<file path="config.mk">
export PLATFORM = sky130hd
export DESIGN_NAME = resp_array_request_parser
export DESIGN_NICKNAME = d
export VERILOG_FILES = /design/src/rtl/rarp_pkg.sv /design/src/rtl/rarp_parser.sv /design/src/rtl/rarp_out_queue.sv /design/src/rtl/resp_array_request_parser.sv
export SDC_FILE = /design/constraint.sdc
export NUM_CORES = 1
export LEC_CHECK = 0
export BUFFER_PORTS_ARGS = -buffer_cell sky130_fd_sc_hd__buf_2
export CORE_MARGIN = 4
export CORE_UTILIZATION = 61
export CTS_CLUSTER_DIAMETER = 60
export DETAILED_ROUTE_END_ITERATION = 10
export PLACE_DENSITY = 0.76
export SYNTH_ARGS = -nofsm -noshare
export SYNTH_HDL_FRONTEND = slang
export SYNTH_SLANG_ARGS = --single-unit
</file>
<file path="constraint.sdc">
create_clock -name clock -period 6.1 [get_ports clock]
set_input_delay 0.61 -clock clock [delete_from_list [all_inputs] [get_ports clock]]
set_output_delay 0.61 -clock clock [all_outputs]
set_load 0.01 [all_outputs]
</file>
<file path="src/rtl/rarp_pkg.sv">
// Shared types and constants of the array request parser.
`timescale 1ns / 1ps

package rarp_pkg;

   // Bounds on the announced part count and bulk string length.
   localparam int unsigned MAX_PARTS       = 16;
   localparam int unsigned MAX_BULK_LENGTH = 65535;

   // Field widths of the result item.
   localparam int unsigned EVENT_W  = 3;
   localparam int unsigned BYTE_W   = 8;
   localparam int unsigned INDEX_W  = 4;
   localparam int unsigned COUNT_W  = 5;
   localparam int unsigned LENGTH_W = 16;

   // Decimal accumulator: holds the larger bound; one digit step widens it by four bits.
   localparam int unsigned ACCUM_W = $clog2(MAX_BULK_LENGTH + 1);
   localparam int unsigned STEP_W  = ACCUM_W + 4;

   // Framing characters.
   localparam logic [BYTE_W-1:0] CHAR_STAR   = 8'h2A;
   localparam logic [BYTE_W-1:0] CHAR_DOLLAR = 8'h24;
   localparam logic [BYTE_W-1:0] CHAR_CR     = 8'h0D;
   localparam logic [BYTE_W-1:0] CHAR_LF     = 8'h0A;
   localparam logic [BYTE_W-1:0] CHAR_ZERO   = 8'h30;
   localparam logic [BYTE_W-1:0] CHAR_NINE   = 8'h39;

   typedef enum logic [3:0] {
      PH_WAIT      = 4'd0,
      PH_CNT_FIRST = 4'd1,
      PH_CNT_MORE  = 4'd2,
      PH_CNT_LF    = 4'd3,
      PH_DOLLAR    = 4'd4,
      PH_LEN_FIRST = 4'd5,
      PH_LEN_MORE  = 4'd6,
      PH_LEN_LF    = 4'd7,
      PH_DATA      = 4'd8,
      PH_TRAIL1    = 4'd9,
      PH_TRAIL2    = 4'd10
   } phase_type;

   typedef enum logic [EVENT_W-1:0] {
      EV_FRAME   = 3'd0,
      EV_PAYLOAD = 3'd1,
      EV_PART    = 3'd2,
      EV_DONE    = 3'd3,
      EV_BAD     = 3'd4
   } event_type;

   typedef struct packed {
      event_type           event_kind;
      logic [BYTE_W-1:0]   payload_byte;
      logic [INDEX_W-1:0]  part_index;
      logic [COUNT_W-1:0]  part_count;
      logic [LENGTH_W-1:0] part_length;
   } result_type;

endpackage

</file>
<file path="src/rtl/rarp_parser.sv">
// Parse state registers and the per-byte next-state and result logic.
`timescale 1ns / 1ps

module rarp_parser (
   input  logic                          clock,
   input  logic                          reset,
   input  logic                          byte_accept,
   input  logic [rarp_pkg::BYTE_W-1:0]   rx_byte,
   output rarp_pkg::result_type          result
);
   import rarp_pkg::*;

   phase_type             phase_ff,  phase_in;
   logic [ACCUM_W-1:0]    accum_ff,  accum_in;
   logic [COUNT_W-1:0]    total_ff,  total_in;
   logic [INDEX_W-1:0]    part_ff,   part_in;
   logic [LENGTH_W-1:0]   left_ff,   left_in;
   logic [LENGTH_W-1:0]   length_ff, length_in;

   logic                  bad;
   logic                  is_digit;
   logic [STEP_W-1:0]     step_sum;
   logic [STEP_W-1:0]     step_limit;
   logic                  over_limit;
   logic                  last_part;

   assign is_digit   = (rx_byte >= CHAR_ZERO) && (rx_byte <= CHAR_NINE);
   // accum * 10 + digit, as two shifted adds
   assign step_sum   = {1'b0, accum_ff, 3'b000} + {2'b00, accum_ff, 1'b0}
                     + {{(STEP_W-4){1'b0}}, rx_byte[3:0]};
   assign step_limit = ((phase_ff == PH_CNT_FIRST) || (phase_ff == PH_CNT_MORE))
                     ? STEP_W'(MAX_PARTS) : STEP_W'(MAX_BULK_LENGTH);
   assign over_limit = step_sum > step_limit;
   assign last_part  = ({1'b0, part_ff} + COUNT_W'(1)) >= total_ff;

   // Next state
   always_comb begin
      phase_in  = phase_ff;
      accum_in  = accum_ff;
      total_in  = total_ff;
      part_in   = part_ff;
      left_in   = left_ff;
      length_in = length_ff;
      bad       = 1'b0;
      unique case (phase_ff)
         PH_WAIT: begin
            if (rx_byte == CHAR_STAR) begin
               accum_in  = '0;
               total_in  = '0;
               part_in   = '0;
               left_in   = '0;
               length_in = '0;
               phase_in  = PH_CNT_FIRST;
            end else begin
               bad = 1'b1;
            end
         end
         PH_CNT_FIRST, PH_CNT_MORE, PH_LEN_FIRST, PH_LEN_MORE: begin
            if (is_digit) begin
               if (over_limit) begin
                  bad = 1'b1;
               end else begin
                  accum_in = step_sum[ACCUM_W-1:0];
                  phase_in = ((phase_ff == PH_CNT_FIRST) || (phase_ff == PH_CNT_MORE))
                           ? PH_CNT_MORE : PH_LEN_MORE;
               end
            end else if (rx_byte == CHAR_CR && phase_ff == PH_CNT_MORE) begin
               phase_in = PH_CNT_LF;
            end else if (rx_byte == CHAR_CR && phase_ff == PH_LEN_MORE) begin
               phase_in = PH_LEN_LF;
            end else begin
               bad = 1'b1;
            end
         end
         PH_CNT_LF: begin
            if (rx_byte == CHAR_LF) begin
               total_in = accum_ff[COUNT_W-1:0];
               accum_in = '0;
               part_in  = '0;
               phase_in = (accum_ff == '0) ? PH_WAIT : PH_DOLLAR;
            end else begin
               bad = 1'b1;
            end
         end
         PH_DOLLAR: begin
            if (rx_byte == CHAR_DOLLAR) begin
               accum_in  = '0;
               length_in = '0;
               phase_in  = PH_LEN_FIRST;
            end else begin
               bad = 1'b1;
            end
         end
         PH_LEN_LF: begin
            if (rx_byte == CHAR_LF) begin
               length_in = accum_ff[LENGTH_W-1:0];
               left_in   = accum_ff[LENGTH_W-1:0];
               accum_in  = '0;
               phase_in  = (accum_ff != '0) ? PH_DATA : PH_TRAIL1;
            end else begin
               bad = 1'b1;
            end
         end
         PH_DATA: begin
            if (left_ff > LENGTH_W'(1)) begin
               left_in = left_ff - LENGTH_W'(1);
            end else begin
               left_in  = '0;
               phase_in = PH_TRAIL1;
            end
         end
         PH_TRAIL1: begin
            phase_in = PH_TRAIL2;
         end
         PH_TRAIL2: begin
            if (last_part) begin
               phase_in = PH_WAIT;
            end else begin
               part_in  = part_ff + INDEX_W'(1);
               phase_in = PH_DOLLAR;
            end
         end
         default: begin
            bad = 1'b1;
         end
      endcase
      if (bad) begin
         accum_in = '0;
         phase_in = PH_WAIT;
      end
   end

   // Result for the byte at hand
   always_comb begin
      result.event_kind   = EV_FRAME;
      result.payload_byte = '0;
      result.part_index   = part_in;
      result.part_count   = total_in;
      result.part_length  = length_in;
      if (bad) begin
         result.event_kind = EV_BAD;
      end else begin
         unique case (phase_ff)
            PH_CNT_LF: begin
               if (accum_ff == '0) begin
                  result.event_kind = EV_DONE;
               end
            end
            PH_DATA: begin
               result.event_kind   = EV_PAYLOAD;
               result.payload_byte = rx_byte;
            end
            PH_TRAIL2: begin
               result.event_kind = last_part ? EV_DONE : EV_PART;
               result.part_index = part_ff;
            end
            default: begin
               result.event_kind = EV_FRAME;
            end
         endcase
      end
   end

   always_ff @(posedge clock) begin
      if (reset) begin
         phase_ff  <= PH_WAIT;
         accum_ff  <= '0;
         total_ff  <= '0;
         part_ff   <= '0;
         left_ff   <= '0;
         length_ff <= '0;
      end else if (byte_accept) begin
         phase_ff  <= phase_in;
         accum_ff  <= accum_in;
         total_ff  <= total_in;
         part_ff   <= part_in;
         left_ff   <= left_in;
         length_ff <= length_in;
      end
   end

endmodule

</file>
<file path="src/rtl/rarp_out_queue.sv">
// Two-entry result queue that decouples the result channel from the parser.
`timescale 1ns / 1ps

module rarp_out_queue (
   input  logic                 clock,
   input  logic                 reset,
   input  logic                 push,
   input  rarp_pkg::result_type push_data,
   output logic                 not_full,
   output logic                 pop_valid,
   input  logic                 pop_ready,
   output rarp_pkg::result_type pop_data
);
   import rarp_pkg::*;

   result_type  slot_ff [2];
   logic        wr_ptr_ff, wr_ptr_in;
   logic        rd_ptr_ff, rd_ptr_in;
   logic [1:0]  count_ff,  count_in;
   logic        pop;

   assign not_full  = (count_ff != 2'd2);
   assign pop_valid = (count_ff != 2'd0);
   assign pop       = pop_valid && pop_ready;
   assign pop_data  = slot_ff[rd_ptr_ff];

   always_comb begin
      wr_ptr_in = push ? ~wr_ptr_ff : wr_ptr_ff;
      rd_ptr_in = pop  ? ~rd_ptr_ff : rd_ptr_ff;
      count_in  = count_ff;
      if (push && !pop) begin
         count_in = count_ff + 2'd1;
      end else if (pop && !push) begin
         count_in = count_ff - 2'd1;
      end
   end

   always_ff @(posedge clock) begin
      if (reset) begin
         wr_ptr_ff <= 1'b0;
         rd_ptr_ff <= 1'b0;
         count_ff  <= 2'd0;
      end else begin
         wr_ptr_ff <= wr_ptr_in;
         rd_ptr_ff <= rd_ptr_in;
         count_ff  <= count_in;
      end
   end

   always_ff @(posedge clock) begin
      if (push) begin
         slot_ff[wr_ptr_ff] <= push_data;
      end
   end

endmodule

</file>
<file path="src/rtl/resp_array_request_parser.sv">
// Top level of the byte-serial array-of-bulk-strings request parser.
`timescale 1ns / 1ps

// Takes one request byte per item and returns one result item per byte that
// tags it as framing, payload, end of a part, end of the request or
// malformed, along with the part index, announced part count and announced
// length. Throughput is one byte per clock while the queue has room: the parse
// state updates and the combinational result enters a two-entry output queue
// at the same clock edge that accepts the byte. req_ready drops only when both
// queue entries hold results not yet taken, so the queue depth alone sets when
// input stalls. After a malformed byte or a completed request the parser drops
// bytes as malformed until the next '*'. Counts above 16 and lengths above
// 65535 are rejected on the digit that crosses the bound.
module resp_array_request_parser (
   input  logic                            clock,
   input  logic                            reset,
   input  logic                            req_valid,
   output logic                            req_ready,
   input  logic [rarp_pkg::BYTE_W-1:0]     req_rx_byte,
   output logic                            rsp_valid,
   input  logic                            rsp_ready,
   output logic [rarp_pkg::EVENT_W-1:0]    rsp_event_kind,
   output logic [rarp_pkg::BYTE_W-1:0]     rsp_payload_byte,
   output logic [rarp_pkg::INDEX_W-1:0]    rsp_part_index,
   output logic [rarp_pkg::COUNT_W-1:0]    rsp_part_count,
   output logic [rarp_pkg::LENGTH_W-1:0]   rsp_part_length
);
   import rarp_pkg::*;

   logic       byte_accept;
   result_type parsed;
   result_type queued;

   // Advance the parser on every accepted byte.
   assign byte_accept = req_valid && req_ready;

   rarp_parser u_parser (
      .clock       (clock),
      .reset       (reset),
      .byte_accept (byte_accept),
      .rx_byte     (req_rx_byte),
      .result      (parsed)
   );

   // Hold results here while the consumer stalls.
   rarp_out_queue u_out_queue (
      .clock     (clock),
      .reset     (reset),
      .push      (byte_accept),
      .push_data (parsed),
      .not_full  (req_ready),
      .pop_valid (rsp_valid),
      .pop_ready (rsp_ready),
      .pop_data  (queued)
   );

   assign rsp_event_kind   = queued.event_kind;
   assign rsp_payload_byte = queued.payload_byte;
   assign rsp_part_index   = queued.part_index;
   assign rsp_part_count   = queued.part_count;
   assign rsp_part_length  = queued.part_length;

endmodule

</file>
==> results_dict.tcl <==
set metrics [dict create \
    fin_setup_tns_ns 0 \
    cts_buffer_depth 2 \
    clock.fmax_mhz 193 \
    drc 0 \
    io-pin-count 50 \
    use_met2_pct 44.0 \
    status "finished clean" \
    post-cts-setup-buffers 0 \
    cts_buffers 17 \
    gp_congestion 1.01 \
    ys_seq_area_share_pct 44.4 \
    worstPathMaxFanout 16 \
    critPathRequiredTime_ns 6.43 \
    hold_viol 0 \
    rsz0062_at_grt "false" \
    finalSetupViolations 0 \
    dpl.hpwl_um 12600 \
    dieArea_um2 14700 \
    timing.final.crit_share_pct 85.0 \
    clk_pin_slew_ns 0.06 \
    slowest_stage "dfxtp_1" \
    antenna_left 0 \
    dr.pass1.iters 7 \
    core_area_um2 12600 \
    netlist_instances 774 \
    min_period_ns 5.18 \
    ys_ff_latch 138 \
    holdPathEnd "u_parser.length_ff[15]$_SDFFE_PP0P_" \
    r2r_start "u_parser.accum_ff[2]$_SDFFE_PP0P_" \
    syn_area_per_cell_um2 10.1 \
    skew_ns 0.00645 \
    clock-sinks 138 \
    insertion_delay_ns 0.42 \
    synth_area_leader_cell "edfxtp_1" \
    dp_cells 964 \
    port_buffers 49 \
    num_antenna_cells 0 \
    cts_tree "done" \
    synth_area_um2 7840 \
    met3_usage_pct 4.48 \
    synthTopCellsByArea "edfxtp_1 (28%), dfxtp_1 (17%), ha_1 (8.8%)" \
    start_util_pct 62.1 \
    final_nets 880 \
    busiest_layer "met2" \
    via_per_inst 6.21 \
    worst_slew_pin_slew_ns 1.32 \
    drv_slew 0 \
    ys.flop_type "edfxtp_1" \
    worstPathCellList "inv_1 > fa_1 > inv_1 > ha_1 > a211oi_1 > o21ai_1 > nand3_1 > nand2_1 > a31oi_1 > a21oi_1 > xor2_1 > ha_1 > a21oi_1 > o21a_1 > inv_1 > a211oi_1 > o21a_2 > nand4_2 > or3_1 > o211ai_4 > mux2i_1" \
    instances_no_fill 996 \
    synth_edf_count 72 \
    hold_path.class "flip-flop to flip-flop" \
    grt_use_total_pct 25.7 \
    rows 41 \
    die_x_um 121 \
    grt_overflow 0 \
    power_leakage_nw 3.58 \
    syn-num-nets 843 \
    cts-root-buf "clkbuf_16" \
    power_density_nw_per_um2 291 \
    worst_r2r_path_depth 21 \
    min_path_cells 2 \
    yosysWarnings 0 \
    min_from "u_parser.length_ff[15]$_SDFFE_PP0P_" \
    maxCapViolations 0 \
    power_mw 2.54 \
    rrSetupSlack_ns 0.92 \
    cp_common_cell "inv_1" \
    htree_levels 4 \
    yosysTopAreaCellShare_pct 27.6 \
    r2r-end "u_parser.accum_ff[3]$_SDFFE_PP0P_" \
    die_y_um 121 \
    grt_max_degree 71 \
    ir_drop_uv 146 \
    avgRoutedWirePerCell_um 18.5 \
    synth_cell_type_count 72 \
    grt_pass1_vias 6003 \
    cp.arrival_ns 5.52 \
    async_flop_share_pct 0 \
    fill_cells 989 \
    antenna_found_initial 0 \
    relSlewSlack_pct 11.8 \
    use_met1_pct 32.2 \
    drt-initial-drc-count 431 \
    cp_slowest_stage_delay_ns 0.53 \
    criticalPathCategory "flip-flop to flip-flop" \
    end_kind "flip-flop" \
    routed_wl_um 18400 \
    routed-via-count 6182 \
    cts_resized 0 \
    synthToLayoutAreaGrowth_pct 11.2 \
    drive_gt1_share_pct 17.2 \
    grt_first_pass_wirelength_um 30100 \
    worstSetupStartpointType "flip-flop" \
    holdBufCountCts 0 \
]
==> worst max path at each step <==
stage | to | slack, ns | startpoint
CTS | u_parser.accum_ff[3]$_SDFFE_PP0P_ | 0.94 | u_parser.accum_ff[2]$_SDFFE_PP0P_
detailed placement | u_out_queue.slot_ff[0][34]$_DFFE_PP_ | 0.84 | req_rx_byte[3]
global route | u_out_queue.slot_ff[0][34]$_DFFE_PP_ | 0.49 | u_parser.accum_ff[0]$_SDFFE_PP0P_
global placement | u_parser.accum_ff[9]$_SDFFE_PP0P_ | 1.04 | req_rx_byte[3]
floorplan | u_parser.accum_ff[10]$_SDFFE_PP0P_ | 1.42 | req_rx_byte[3]
finish | u_parser.accum_ff[3]$_SDFFE_PP0P_ | 0.92 | u_parser.accum_ff[2]$_SDFFE_PP0P_
==> layout make-up <==
cell class                      count  area [um^2]  share of cell area (%)
Multi-Input combinational cell    578         4120                    47.2
Tap cell                          172          215                    2.47
Timing Repair Buffer               56          298                    3.41
Clock buffer                       20          437                    5.01
Inverter                           20         75.1                   0.860
Sequential cell                   138         3480                    39.9
Clock inverter                     12          101                    1.16
==> state kept, by name (all words and copies together) (netlist names), named ones only <==
register	flops
u_out_queue.rd_ptr_ff	1
u_parser.part_ff	4
u_parser.accum_ff	16
u_out_queue.slot_ff	72
u_parser.total_ff	5
u_parser.left_ff	16
u_parser.length_ff	16
u_out_queue.wr_ptr_ff	1
u_out_queue.count_ff	2
u_parser.phase_ff	4
==> metrics by stage <==
stage | instance area [um^2] | utilization, % | hold slack, ns | setup slack [ns]
after floorplan | 7840 | - | 0.436 | 1.42
after global routing | 8720 | 69.1 | 0.469 | 0.491
after CTS | 8720 | 69.1 | 0.456 | 0.937
after global placement | 8190 | 64.9 | 0.443 | 1.04
after detailed placement | 8190 | 64.9 | 0.448 | 0.844
final | 8720 | 69.1 | 0.454 | 0.916
==> layer usage <==
metal | up-vias | routed length (um)
met3 | 43 | 1020
li1 | 2953 | -
met5 | - | 0
met1 | 2983 | 7670
met4 | 0 | 447
met2 | 203 | 9280
==> logic make-up (layout without fill, tap and decap cells) <==
kind of cell,Yosys count,in the layout,synth area share [%]
AOI/OAI and AO/OA,194,194,16.8
xor gates and xnor gates,28,28,3.22
adders and majority gates,58,58,9.41
buffers and inverters,58,108,3.21
DFF,138,138,44.4
muxes,53,53,7.34
and+or+nand+nor,245,245,15.6
==> synthesized netlist by cell type, types with 3 or more instances <==
library cell   n
nor2b_1        7
o211ai_1       6
nor4_1         7
mux2i_1       17
xnor2_1       12
inv_1         19
nand3b_1       6
buf_1          4
a31oi_1        5
nor2_1        62
or4_1          3
o32ai_1        3
or2_2          6
clkbuf_1      27
nor3b_1        3
a22oi_1       21
nand3_1       22
edfxtp_1      72
o21ai_0       26
o31ai_1        3
mux2_2        36
nor3_1         7
ha_1          55
nand4_1        7
nand2b_1      20
a21o_1        10
and3_1         9
a22o_1        16
dfxtp_1       66
a21oi_1       52
buf_2          4
o21ai_1        6
or3_1          3
nand2_1       73
xor2_1        15
a211oi_1      22
==> worst max-delay path, delay by kind of cell (launching register included) <==
kind | cells | cell delay, ns
fa+ha+maj | 3 | 1.15
xor+xnor | 1 | 0.17
compound gates | 9 | 1.92
mux | 1 | 0.30
flops | 1 | 0.53
simple gates | 4 | 0.75
buf+inv | 3 | 0.26
==> layout by cell type, fill, tap and decap left out, types with 5 or more instances in the layout <==
cell        n
o21ai_0    26
nor2_1     61
o21ai_1     6
xor2_1     15
clkbuf_16  17
dfxtp_1    66
a22o_1     16
buf_2      49
and3_1      9
mux2i_1    17
nor3_1      7
nand2_1    73
nand3_1    22
ha_1       55
nor4_1      7
a31oi_1     5
or2_2       6
mux2_2     36
buf_4       7
nand4_1     7
a211oi_1   22
a22oi_1    21
o211ai_1    6
xnor2_1    12
inv_1      19
a21o_1     10
a21oi_1    52
nand3b_1    6
nand2b_1   20
nor2b_1     7
edfxtp_1   72
==> power breakdown <==
group,switching [mW],internal (mW)
Clock,0.387,0.556
Sequential,0.0304,1.08
Combinational,0.277,0.208
Total,0.694,1.85
Note: power is estimated with default switching activity, not from simulation.
